**config.mk**
```make
export PLATFORM = sky130hd
export DESIGN_NAME = length_prefixed_frame_parser_core_flat
export DESIGN_NICKNAME = d
export VERILOG_FILES = /design/src/hdl/lpfp_pkg.sv /design/src/hdl/lpfp_byte_if.sv /design/src/hdl/lpfp_result_if.sv /design/src/hdl/lpfp_out_stage.sv /design/src/hdl/length_prefixed_frame_parser_core.sv /design/src/flat_wrapper.sv
export VERILOG_INCLUDE_DIRS = /design/src /design/src/hdl
export SDC_FILE = /design/constraint.sdc
export NUM_CORES = 1
export LEC_CHECK = 0
export BUFFER_PORTS_ARGS = -buffer_cell sky130_fd_sc_hd__buf_4
export CAP_MARGIN = 15
export CELL_PAD_IN_SITES_DETAIL_PLACEMENT = 1
export CELL_PAD_IN_SITES_GLOBAL_PLACEMENT = 2
export CORE_ASPECT_RATIO = 1.75
export CORE_MARGIN = 2
export CORE_UTILIZATION = 33
export CTS_CLUSTER_DIAMETER = 200
export CTS_CLUSTER_SIZE = 20
export DETAILED_ROUTE_END_ITERATION = 8
export PLACE_DENSITY_LB_ADDON = 0.1
export SYNTH_ARGS = -nofsm -noshare
export SYNTH_HDL_FRONTEND = slang
export SYNTH_SLANG_ARGS = --single-unit
```
**constraint.sdc**
```tcl
create_clock -name i_clk -period 2.3 [get_ports i_clk]
set_clock_uncertainty 0.1 [all_clocks]
set_input_delay 0.23 -clock i_clk [delete_from_list [all_inputs] [get_ports i_clk]]
set_output_delay 0.23 -clock i_clk [all_outputs]
set_load 0.1 [all_outputs]
```
**src/hdl/assert_macros.svh**
```systemverilog
// assertion macros shared by the frame parser rtl
`ifndef ASSERT_MACROS_SVH
`define ASSERT_MACROS_SVH

// concurrent check, masked while reset is held
`define LPFP_ASSERT(lbl, clk, rst_n, prop) \
    lbl: assert property (@(posedge clk) disable iff (!rst_n) prop) \
        else $error("frame parser check failed");

// concurrent check that also holds across reset
`define LPFP_ASSERT_RST(lbl, clk, prop) \
    lbl: assert property (@(posedge clk) prop) \
        else $error("frame parser reset check failed");

`endif

```
**src/hdl/lpfp_pkg.sv**
```systemverilog
// shared types and constants of the length prefixed frame parser
`default_nettype none

package lpfp_pkg;

    localparam int unsigned BYTE_W = 8;
    localparam int unsigned LEN_W  = 32;
    localparam int unsigned KIND_W = 2;

    // result kinds
    typedef enum logic [KIND_W-1:0] {
        KIND_HEADER = 2'd0,
        KIND_DATA   = 2'd1,
        KIND_END    = 2'd2
    } t_kind;

    // one result item
    typedef struct packed {
        t_kind             kind;
        logic [BYTE_W-1:0] command;
        logic [LEN_W-1:0]  frame_length;
        logic [BYTE_W-1:0] value;
        logic              last;
    } t_result;

endpackage

`default_nettype wire

```
**src/hdl/lpfp_byte_if.sv**
```systemverilog
// valid/ready channel carrying one received byte per transfer
`default_nettype none

interface lpfp_byte_if;
    logic       valid;
    logic       ready;
    logic [7:0] rx_byte;

    modport source (output valid, output rx_byte, input ready);
    modport sink   (input valid, input rx_byte, output ready);
endinterface

`default_nettype wire

```
**src/hdl/lpfp_result_if.sv**
```systemverilog
// valid/ready channel carrying one parser result per transfer
`default_nettype none

interface lpfp_result_if;
    logic        valid;
    logic        ready;
    logic [1:0]  kind;
    logic [7:0]  command;
    logic [31:0] frame_length;
    logic [7:0]  value;
    logic        last;

    modport source (output valid, output kind, output command, output frame_length,
                    output value, output last, input ready);
    modport sink   (input valid, input kind, input command, input frame_length,
                    input value, input last, output ready);
endinterface

`default_nettype wire

```
**src/hdl/lpfp_out_stage.sv**
```systemverilog
// result register that decouples the parser from the result receiver
`default_nettype none
`include "assert_macros.svh"

module lpfp_out_stage (
    input  wire                    i_clk,
    input  wire                    i_rst_n,
    input  wire                    i_load,
    input  wire lpfp_pkg::t_result i_res,
    output logic                   o_room,
    lpfp_result_if.source          o_res
);

    logic              r_valid;
    lpfp_pkg::t_result r_res;

    // room when empty or when the held result leaves this cycle
    assign o_room = !r_valid || o_res.ready;

    // valid flag
    always_ff @(posedge i_clk) begin
        if (!i_rst_n) begin
            r_valid <= 1'b0;
        end else if (i_load) begin
            r_valid <= 1'b1;
        end else if (o_res.ready) begin
            r_valid <= 1'b0;
        end
    end

    // payload, no reset needed
    always_ff @(posedge i_clk) begin
        if (i_load) begin
            r_res <= i_res;
        end
    end

    assign o_res.valid        = r_valid;
    assign o_res.kind         = r_res.kind;
    assign o_res.command      = r_res.command;
    assign o_res.frame_length = r_res.frame_length;
    assign o_res.value        = r_res.value;
    assign o_res.last         = r_res.last;

    // loads only happen when there is room
    `LPFP_ASSERT(a_load_room, i_clk, i_rst_n, i_load |-> o_room)
    // last flag marks the check byte and nothing else
    `LPFP_ASSERT(a_last_end, i_clk, i_rst_n,
        r_valid |-> (r_res.last == (r_res.kind == lpfp_pkg::KIND_END)))
    // header results carry a zero value
    `LPFP_ASSERT(a_hdr_zero, i_clk, i_rst_n,
        (r_valid && r_res.kind == lpfp_pkg::KIND_HEADER) |-> (r_res.value == '0))

endmodule

`default_nettype wire

```
**src/hdl/length_prefixed_frame_parser_core.sv**
```systemverilog
// Length prefixed frame parser, top level.
// i_byte: one received byte per transfer (valid/ready). A frame is a command
//   byte, a 32-bit big-endian length, that many payload bytes, one check byte.
// o_res: one result per transfer: a header result (command and length) on
//   the fourth length byte, a data result per payload byte, and an end result
//   with last set on the check byte. Command and other length bytes give no result.
// On each byte transfer the frame state registers and the result register
//   are updated at the same edge, so a result appears on o_res in the cycle
//   after it. One byte per cycle is sustained while o_res is not stalled.
// The result register decouples the sides: a new byte is taken while a
//   result is still held, as long as that result leaves in the same cycle.
//   When the receiver stalls with a result held, i_byte.ready drops and the
//   frame state holds until the result is taken.
// Reset (synchronous, active low) empties the result register and returns
//   the parser to waiting for a command byte. A zero length frame goes from
//   the header straight to the check byte.
`default_nettype none
`include "assert_macros.svh"

module length_prefixed_frame_parser_core (
    input  wire           i_clk,
    input  wire           i_rst_n,
    lpfp_byte_if.sink     i_byte,
    lpfp_result_if.source o_res
);

    typedef enum logic [2:0] {
        PH_CMD   = 3'd0,
        PH_LEN0  = 3'd1,
        PH_LEN1  = 3'd2,
        PH_LEN2  = 3'd3,
        PH_LEN3  = 3'd4,
        PH_DATA  = 3'd5,
        PH_CHECK = 3'd6
    } t_phase;

    t_phase                          r_phase,     n_phase;
    logic [lpfp_pkg::BYTE_W-1:0]     r_command,   n_command;
    logic [lpfp_pkg::LEN_W-1:0]      r_length,    n_length;
    logic [lpfp_pkg::LEN_W-1:0]      r_remaining, n_remaining;
    logic                            room;
    logic                            xfer;
    logic                            emit;
    lpfp_pkg::t_result               res;
    logic [lpfp_pkg::LEN_W-1:0]      len_full;

    assign i_byte.ready = room;
    assign xfer         = i_byte.valid && room;

    // length with the current byte shifted in as the low byte
    assign len_full = {r_length[lpfp_pkg::LEN_W-lpfp_pkg::BYTE_W-1:0], i_byte.rx_byte};

    // next frame state and result for the incoming byte
    always_comb begin
        n_phase          = r_phase;
        n_command        = r_command;
        n_length         = r_length;
        n_remaining      = r_remaining;
        emit             = 1'b0;
        res.kind         = lpfp_pkg::KIND_HEADER;
        res.command      = r_command;
        res.frame_length = r_length;
        res.value        = '0;
        res.last         = 1'b0;
        unique case (r_phase)
            PH_LEN0: begin
                n_length = len_full;
                n_phase  = PH_LEN1;
            end
            PH_LEN1: begin
                n_length = len_full;
                n_phase  = PH_LEN2;
            end
            PH_LEN2: begin
                n_length = len_full;
                n_phase  = PH_LEN3;
            end
            PH_LEN3: begin
                n_length         = len_full;
                n_remaining      = len_full;
                n_phase          = (len_full == '0) ? PH_CHECK : PH_DATA;
                emit             = 1'b1;
                res.frame_length = len_full;
            end
            PH_DATA: begin
                emit        = 1'b1;
                res.kind    = lpfp_pkg::KIND_DATA;
                res.value   = i_byte.rx_byte;
                n_remaining = r_remaining - lpfp_pkg::LEN_W'(1);
                if (r_remaining == lpfp_pkg::LEN_W'(1)) begin
                    n_phase = PH_CHECK;
                end
            end
            PH_CHECK: begin
                emit      = 1'b1;
                res.kind  = lpfp_pkg::KIND_END;
                res.value = i_byte.rx_byte;
                res.last  = 1'b1;
                n_phase   = PH_CMD;
            end
            default: begin
                // waiting for a command byte, unused code acts the same
                n_command   = i_byte.rx_byte;
                n_length    = '0;
                n_remaining = '0;
                n_phase     = PH_LEN0;
            end
        endcase
    end

    // frame state
    always_ff @(posedge i_clk) begin
        if (!i_rst_n) begin
            r_phase     <= PH_CMD;
            r_command   <= '0;
            r_length    <= '0;
            r_remaining <= '0;
        end else if (xfer) begin
            r_phase     <= n_phase;
            r_command   <= n_command;
            r_length    <= n_length;
            r_remaining <= n_remaining;
        end
    end

    // result register
    lpfp_out_stage u_out (
        .i_clk   (i_clk),
        .i_rst_n (i_rst_n),
        .i_load  (xfer && emit),
        .i_res   (res),
        .o_room  (room),
        .o_res   (o_res)
    );

    // reset returns to waiting for a command
    `LPFP_ASSERT_RST(a_rst_phase, i_clk, !i_rst_n |=> r_phase == PH_CMD)
    // payload phase always has bytes left to take
    `LPFP_ASSERT(a_data_left, i_clk, i_rst_n, (r_phase == PH_DATA) |-> (r_remaining != '0))
    // the last payload byte moves on to the check byte
    `LPFP_ASSERT(a_data_done, i_clk, i_rst_n,
        (xfer && r_phase == PH_DATA && r_remaining == lpfp_pkg::LEN_W'(1))
            |=> r_phase == PH_CHECK)
    // the check byte closes the frame
    `LPFP_ASSERT(a_check_done, i_clk, i_rst_n,
        (xfer && r_phase == PH_CHECK) |=> r_phase == PH_CMD)

endmodule

`default_nettype wire

```
**src/flat_wrapper.sv**
```systemverilog
// flat-port wrapper written by rule: the top's interface ports become plain ports
module length_prefixed_frame_parser_core_flat 
  (i_clk, i_rst_n, i_byte_valid, i_byte_rx_byte, i_byte_ready, o_res_valid, o_res_kind, o_res_command, o_res_frame_length, o_res_value, o_res_last, o_res_ready);
  lpfp_byte_if i_byte_i ();
  lpfp_result_if o_res_i ();
  input  wire i_clk;
  input  wire i_rst_n;
  input wire logic [$bits(i_byte_i.valid)-1:0] i_byte_valid;
  input wire logic [$bits(i_byte_i.rx_byte)-1:0] i_byte_rx_byte;
  output wire logic [$bits(i_byte_i.ready)-1:0] i_byte_ready;
  output wire logic [$bits(o_res_i.valid)-1:0] o_res_valid;
  output wire logic [$bits(o_res_i.kind)-1:0] o_res_kind;
  output wire logic [$bits(o_res_i.command)-1:0] o_res_command;
  output wire logic [$bits(o_res_i.frame_length)-1:0] o_res_frame_length;
  output wire logic [$bits(o_res_i.value)-1:0] o_res_value;
  output wire logic [$bits(o_res_i.last)-1:0] o_res_last;
  input wire logic [$bits(o_res_i.ready)-1:0] o_res_ready;
  assign i_byte_i.valid = i_byte_valid;
  assign i_byte_i.rx_byte = i_byte_rx_byte;
  assign i_byte_ready = i_byte_i.ready;
  assign o_res_valid = o_res_i.valid;
  assign o_res_kind = o_res_i.kind;
  assign o_res_command = o_res_i.command;
  assign o_res_frame_length = o_res_i.frame_length;
  assign o_res_value = o_res_i.value;
  assign o_res_last = o_res_i.last;
  assign o_res_i.ready = o_res_ready;
  length_prefixed_frame_parser_core u_core (.i_clk(i_clk), .i_rst_n(i_rst_n), .i_byte(i_byte_i), .o_res(o_res_i));
endmodule
```
# [Word level (Yosys, flattened, before mapping)]
# Index checks and enable logic that the tools add are counted.
[word_totals] regBits=127 in_bits=12 output_inout_bits=53 elab_cells=48
[op_classes] n_addsub=1 n_eq_ne=8 mux=11 bitwise_logic=3 reduce_logical=15
[op_table] cell="$pmux 32 s3" n=1
[op_table] cell="$pmux 32 s2" n=1
[op_table] cell="$eq 32x1->1 const B" n=1
[op_table] cell="$logic_not 32->1" n=1
[op_table] cell="$mux 32" n=1
[op_table] cell="$sub 32x1->32 const B" n=1
[op_table] cell="$pmux 3 s6" n=1
[op_table] cell="$eq 3x3->1 const B" n=3
[op_table] cell="$reduce_and 2->1" n=4
[op_table] cell="$reduce_or 4->1" n=2
[op_table] cell="$eq 3x2->1 const B" n=2
[op_table] cell="$reduce_or 6->1" n=1
[op_table] cell="$mux 1" n=4
[op_table] cell="$pmux 2 s2" n=1
[op_table] cell="$eq 3x1->1 const B" n=1
[op_table] cell="$mux 3" n=1
[op_table] cell="$not 1->1" n=3
[op_table] cell="$reduce_or 3->1" n=1
[op_table] cell="$logic_and 1x1->1" n=2
[op_table] cell="$mux 2" n=1
[op_table] cell="$ne 2x1->1 const B" n=1
[op_table] cell="$reduce_bool 2->1" n=1
[op_table] cell="$reduce_or 2->1" n=1
[op_table] cell="$logic_not 1->1" n=1
[op_table] cell="$logic_or 1x1->1" n=1

# [Depth between registers and ports, before layout]
[depth] depth_word=5 ltp_mapped=10 ltp_nobuf=7

# [Hierarchy]
# Synthesis repeated with hierarchy kept, for this count alone.
[unflattened] hier_cells=640 hier_area_um2=5703.0
[modules_own_cells] mod="length_prefixed_frame_parser_core" n_inst=1 cells_each=585 area_each_um2=4122.7 seq_area_each_um2=1501.4
[modules_own_cells] mod="lpfp_out_stage" n_inst=1 cells_each=55 area_each_um2=1580.3 seq_area_each_um2=1551.5

# [Least setup slack after synthesis]
# Ideal clock, no wire load.
[synth_timing] path_type="register to register" from="reg u_core.u_out.r_valid, in the netlist u_core.u_out.o_res.valid" to="reg u_core.u_out.r_res (netlist bit u_core.u_out.o_res.command[0]), enable pin" setup_time_ns=0.414 t_arrival_ns=3.420 required_ns=1.786 path_slack_ns=-1.634 stages_incl_launch_ff=5 n_path_buf=1 synth_period_minus_slack_ns=3.934 path_cell_list="dfxtp_1 nand2b_1 clkbuf_1 and2_0 and3_1"
[synth_between] elab_chain_cells=4
[synth_lines] element="start, declared" line_no="lpfp_out_stage.sv:14" rtl="logic r_valid;"
[synth_lines] element="start signal, assigned" line_no="lpfp_out_stage.sv:23" rtl="r_valid <= 1'b0;"
[synth_lines] element="start signal, assigned" line_no="lpfp_out_stage.sv:25" rtl="r_valid <= 1'b1;"
[synth_lines] element="start signal, assigned" line_no="lpfp_out_stage.sv:27" rtl="r_valid <= 1'b0;"
[synth_lines] element="$logic_not 1->1" line_no="lpfp_out_stage.sv:18" rtl="assign o_room = !r_valid || o_res.ready;"
[synth_lines] element="$logic_or 1x1->1" line_no="lpfp_out_stage.sv:18"
[synth_lines] element="via i_byte_ready" line_no="flat_wrapper.sv:10" rtl="output wire logic [$bits(i_byte_i.ready)-1:0] i_byte_ready;"
[synth_lines] element="$logic_and 1x1->1" line_no="length_prefixed_frame_parser_core.sv:48" rtl="assign xfer = i_byte.valid && room;"
[synth_lines] element="$logic_and 1x1->1" line_no="length_prefixed_frame_parser_core.sv:130" rtl=".i_load (xfer && emit),"
[synth_lines] element="via u_core.u_out.i_load" line_no="lpfp_out_stage.sv:8" rtl="input wire i_load,"
[synth_lines] element="end signal, assigned" line_no="lpfp_out_stage.sv:34" rtl="r_res <= i_res;"
[synth_lines] element="end, declared" line_no="lpfp_out_stage.sv:15" rtl="lpfp_pkg::t_result r_res;"
# The timed path passes the listed nets, and every way through them passes these cells.
# A chain may end at the register's enable or synchronous reset.

# [Worst setup path after layout]
[layout_timing] from="reg u_core.r_remaining[7] in the netlist's numbering" to="reg u_core.r_remaining[27] in the netlist's numbering"
[layout_between] elab_chain_cells=2
[layout_lines] element="start, declared" line_no="length_prefixed_frame_parser_core.sv:40" rtl="logic [lpfp_pkg::LEN_W-1:0] r_remaining, n_remaining;"
[layout_lines] element="start signal, assigned" line_no="length_prefixed_frame_parser_core.sv:122" rtl="r_remaining <= n_remaining;"
[layout_lines] element="$sub 32x1->32" line_no="length_prefixed_frame_parser_core.sv:89" rtl="n_remaining = r_remaining - lpfp_pkg::LEN_W'(1);"
[layout_lines] element="$pmux 32 s3" line_no="length_prefixed_frame_parser_core.sv:65" rtl="unique case (r_phase)"
# No other way between the ends.

==> impl_results.md <==
- Unrepaired setup endpoints after global routing: true
- Layout cells sized above 1: between 20% and 30%
- Skew-Pair Late Insertion Delay: about 420 ps
- CTS max path bufs: 2
- Pleak: ~3 nW
- Largest net degree at the start of global routing: just over 40
- FMAX: between 400 and 500 MHz
- Die area: about 0.019 mm2
- Nets: about 740
- Commonest cells after routing, fill and taps aside: 130 x nand2_1, 112 x buf_4, 73 x dfxtp_1
- Reg-to-Reg Start: u_core.r_remaining[7]
- Share of the synthesized area in the top cell type: between 20% and 30%
- Clk slew on worst S/H paths: 60 ps
- #FFs+latches synth: ~130
- Commonest non-fill, non-tap cell in the layout: nand2_1
- Hold-critical path depth: 3
- Critical path class: flip-flop to flip-flop
- Final Setup Violations: 0
- Hold path startpoint: i_byte_rx_byte[1]
- Worst setup path start: u_core.r_remaining[7]
- Worst hold path class: input pin to flip-flop
- I/O pin cnt: 65
- Average routed wire per standard cell: 21.20 um
- First-pass GRT wire length: ~32,000 um
- Period utilization: 97.36%
- Largest fanout on the critical path: 6
- Sequential area share after synthesis: a little over half
- Post-Syn Area: just under 0.006 mm2
- CTS tree: done
- Setup TNS: 0 ps
- Gr ovfl total: 0
- Vias in the first global route: 5,558
- CTS buffer count: 17
- Initial DRT Pass Iterations: 4
- FFs w/ async S/R, synth: 0%
- Critical Path AT: between 2000 and 2500 ps
- Non-Filler Instances: between 900 and 1,000
- Fin Hold WS: roughly 11 ps
- 1st-iter DRT viols: 167
- VDD IR-drop max: 0.0003733 V
- Tightest Pin Transition: about 760 ps
- Total track usage: 22.69%
- Vias per cell: 5.381
- Filler cell count: between 2,000 and 2,500
- Initial antenna violation count: 0
- Reg2reg path depth: 5
- Placed cells: 933
- Max transition margin: between 40 and 50%
- Post-DRT Antenna Nets: 0
- Global routing's busiest layer: met2
- Met2 Use GR: a little over two fifths
- Synth top area cells: edfxtp_1 26%, dfxtp_1 26%, nand2_1 8.4%
- Finished Cell Area: roughly 0.0076 mm2
- Core Util, Final: 43.68%
- Synth Flop Type: dfxtp_1
- EDFF count, synth: around 50
- Syn Nets: roughly 640
- CP endpoint kind: flip-flop
- Placer Congestion: 0.8600
- Critical path data required time: approximately 2500 ps
- Initial Util: 33.41%
- Fin. max-slew vios: 0
- Clock sink count: 127
- DIE HEIGHT: 179.1 um
- PortBufs: 64
- Met1 track demand over resource: 24.24%
- Post-layout minimum cycle time: ~2200 ps
- Vias: between 5,000 and 6,000
- Worst R2R End: u_core.r_remaining[27]
- Layout area overhead: 30.72%
- GR met3 Demand/Resource: between 3 and 4%
- Core ar.: about 0.017 mm2
- FP Rows: 64
- Synth Area per Inst: 9.188 um2
- WL final: between 20,000 and 25,000 um
- Worst setup SP type: flip-flop
- DRC: 0
- Syn Inst Count: ~630
- CTS root buf: clkbuf_16
- Library cells used by synthesis: 59
- Final Hold Vio Count: 0
- Max-Cap Viols: 0
- # diodes: 0
- Status: finished clean
- Yosys warns: 0
- Min-Delay Endpoint: u_core.r_command[1]
- Post-synth top area cell: edfxtp_1
- Flop-to-flop setup slack: about 61 ps
- Pwr per Cell Area: 846.5 mW/mm2
- Die X: 104.0 um
- Placed Area: around 0.0068 mm2
- DPL Wire Length: around 14,000 um
- H-tree depth: 4
==> kinds of logic (layout without fill, tap and decap cells) <==
| logic type | after synthesis | after routing | synth area share (%) |
|---|---|---|---|
| xor+xnor | 17 | 17 | 2.576 |
| flops | 127 | 127 | 52.83 |
| buf+inv | 52 | 165 | 3.832 |
| fa+ha+maj | 2 | 2 | 0.4329 |
| simple gates | 290 | 290 | 24.42 |
| mux | 8 | 8 | 1.386 |
| compound gates | 133 | 133 | 14.53 |
==> cell usage after synthesis (5+ instances only) <==
master,number
or2_2,5
nor2_1,40
and2_1,12
nor4_1,11
nand2_1,130
or3_1,5
a22oi_1,14
xnor2_1,10
edfxtp_1,51
inv_1,7
a32oi_1,6
dfxtp_1,76
a21o_1,6
or4_1,5
o22ai_1,6
o21ai_0,22
a21oi_1,51
xor2_1,7
nand3_1,43
mux2i_1,8
nand4_1,9
clkbuf_1,36
nor3_1,9
==> what timing repair did <==
action | CTS | global route
hold endpoints to repair | 6 | 0
setup endpoints to repair | 0 | 10
buffers inserted | 0 | 2
hold buffers | 5 | 0
gates resized for setup | 0 | 9
==> power breakdown <==
| group | internal, W | switching (W) |
|---|---|---|
| clock network | 0.00174 | 0.00106 |
| logic | 0.000356 | 0.000774 |
| registers | 0.00242 | 0.0000487 |
==> per-stage QoR <==
step / worst slack [ps] / total power (W)
2_1_floorplan: 10.70 / 0.003247
3_3_place_gp: 86.35 / 0.003587
4_1_cts: 8.454 / 0.006434
5_1_grt: 3.671 / 0.006631
6_report: 60.64 / 0.006395
3_5_place_dp: 37.67 / 0.003612
==> state kept, by name, summed over array words and instances, names as in the netlist, 2 cells and up <==
name                             flops
u_core.r_remaining                  32
u_core.r_length                     32
u_core.u_out.o_res.frame_length     32
u_core.u_out.o_res.kind              2
u_core.u_out.o_res.value             8
u_core.u_out.o_res.command           8
u_core.r_command                     8
u_core.r_phase                       3
==> worst max path at each step <==
stage,to,cells after the start
final,u_core.r_remaining[27],5
after floorplan,u_core.r_remaining[29],7
after detailed placement,u_core.r_remaining[24],7
after global routing,u_core.r_remaining[29],5
after CTS,u_core.r_remaining[24],7
after global placement,u_core.r_remaining[29],5
==> area by class of cell <==
class                      instances  area, um2  area share, %
sequential                       127       3057          40.46
multi-input combinational        450       2561          33.90
timing repair buffer             124       1010          13.37
clock buffer                      19      442.9          5.863
tap                              231      289.0          3.826
clock inverter                    13      161.4          2.136
inverter                           9      33.78         0.4472
==> worst max-delay path: stages, from the launching register on <==
cell and delay (ps):
dfxtp_2 350, or4_4 540, or4_4 600, nor3_4 250
o21bai_1 90, a21o_1 200
==> per-layer routing <==
| metal | routed length (um) | vias to the layer above |
|---|---|---|
| li1 | - | 2466 |
| met1 | 8103 | 2623 |
| met2 | 11290 | 103 |
| met3 | 509 | 44 |
| met4 | 727 | 0 |
| met5 | 0 | - |
No activity file was read; power rests on OpenSTA's default activity.
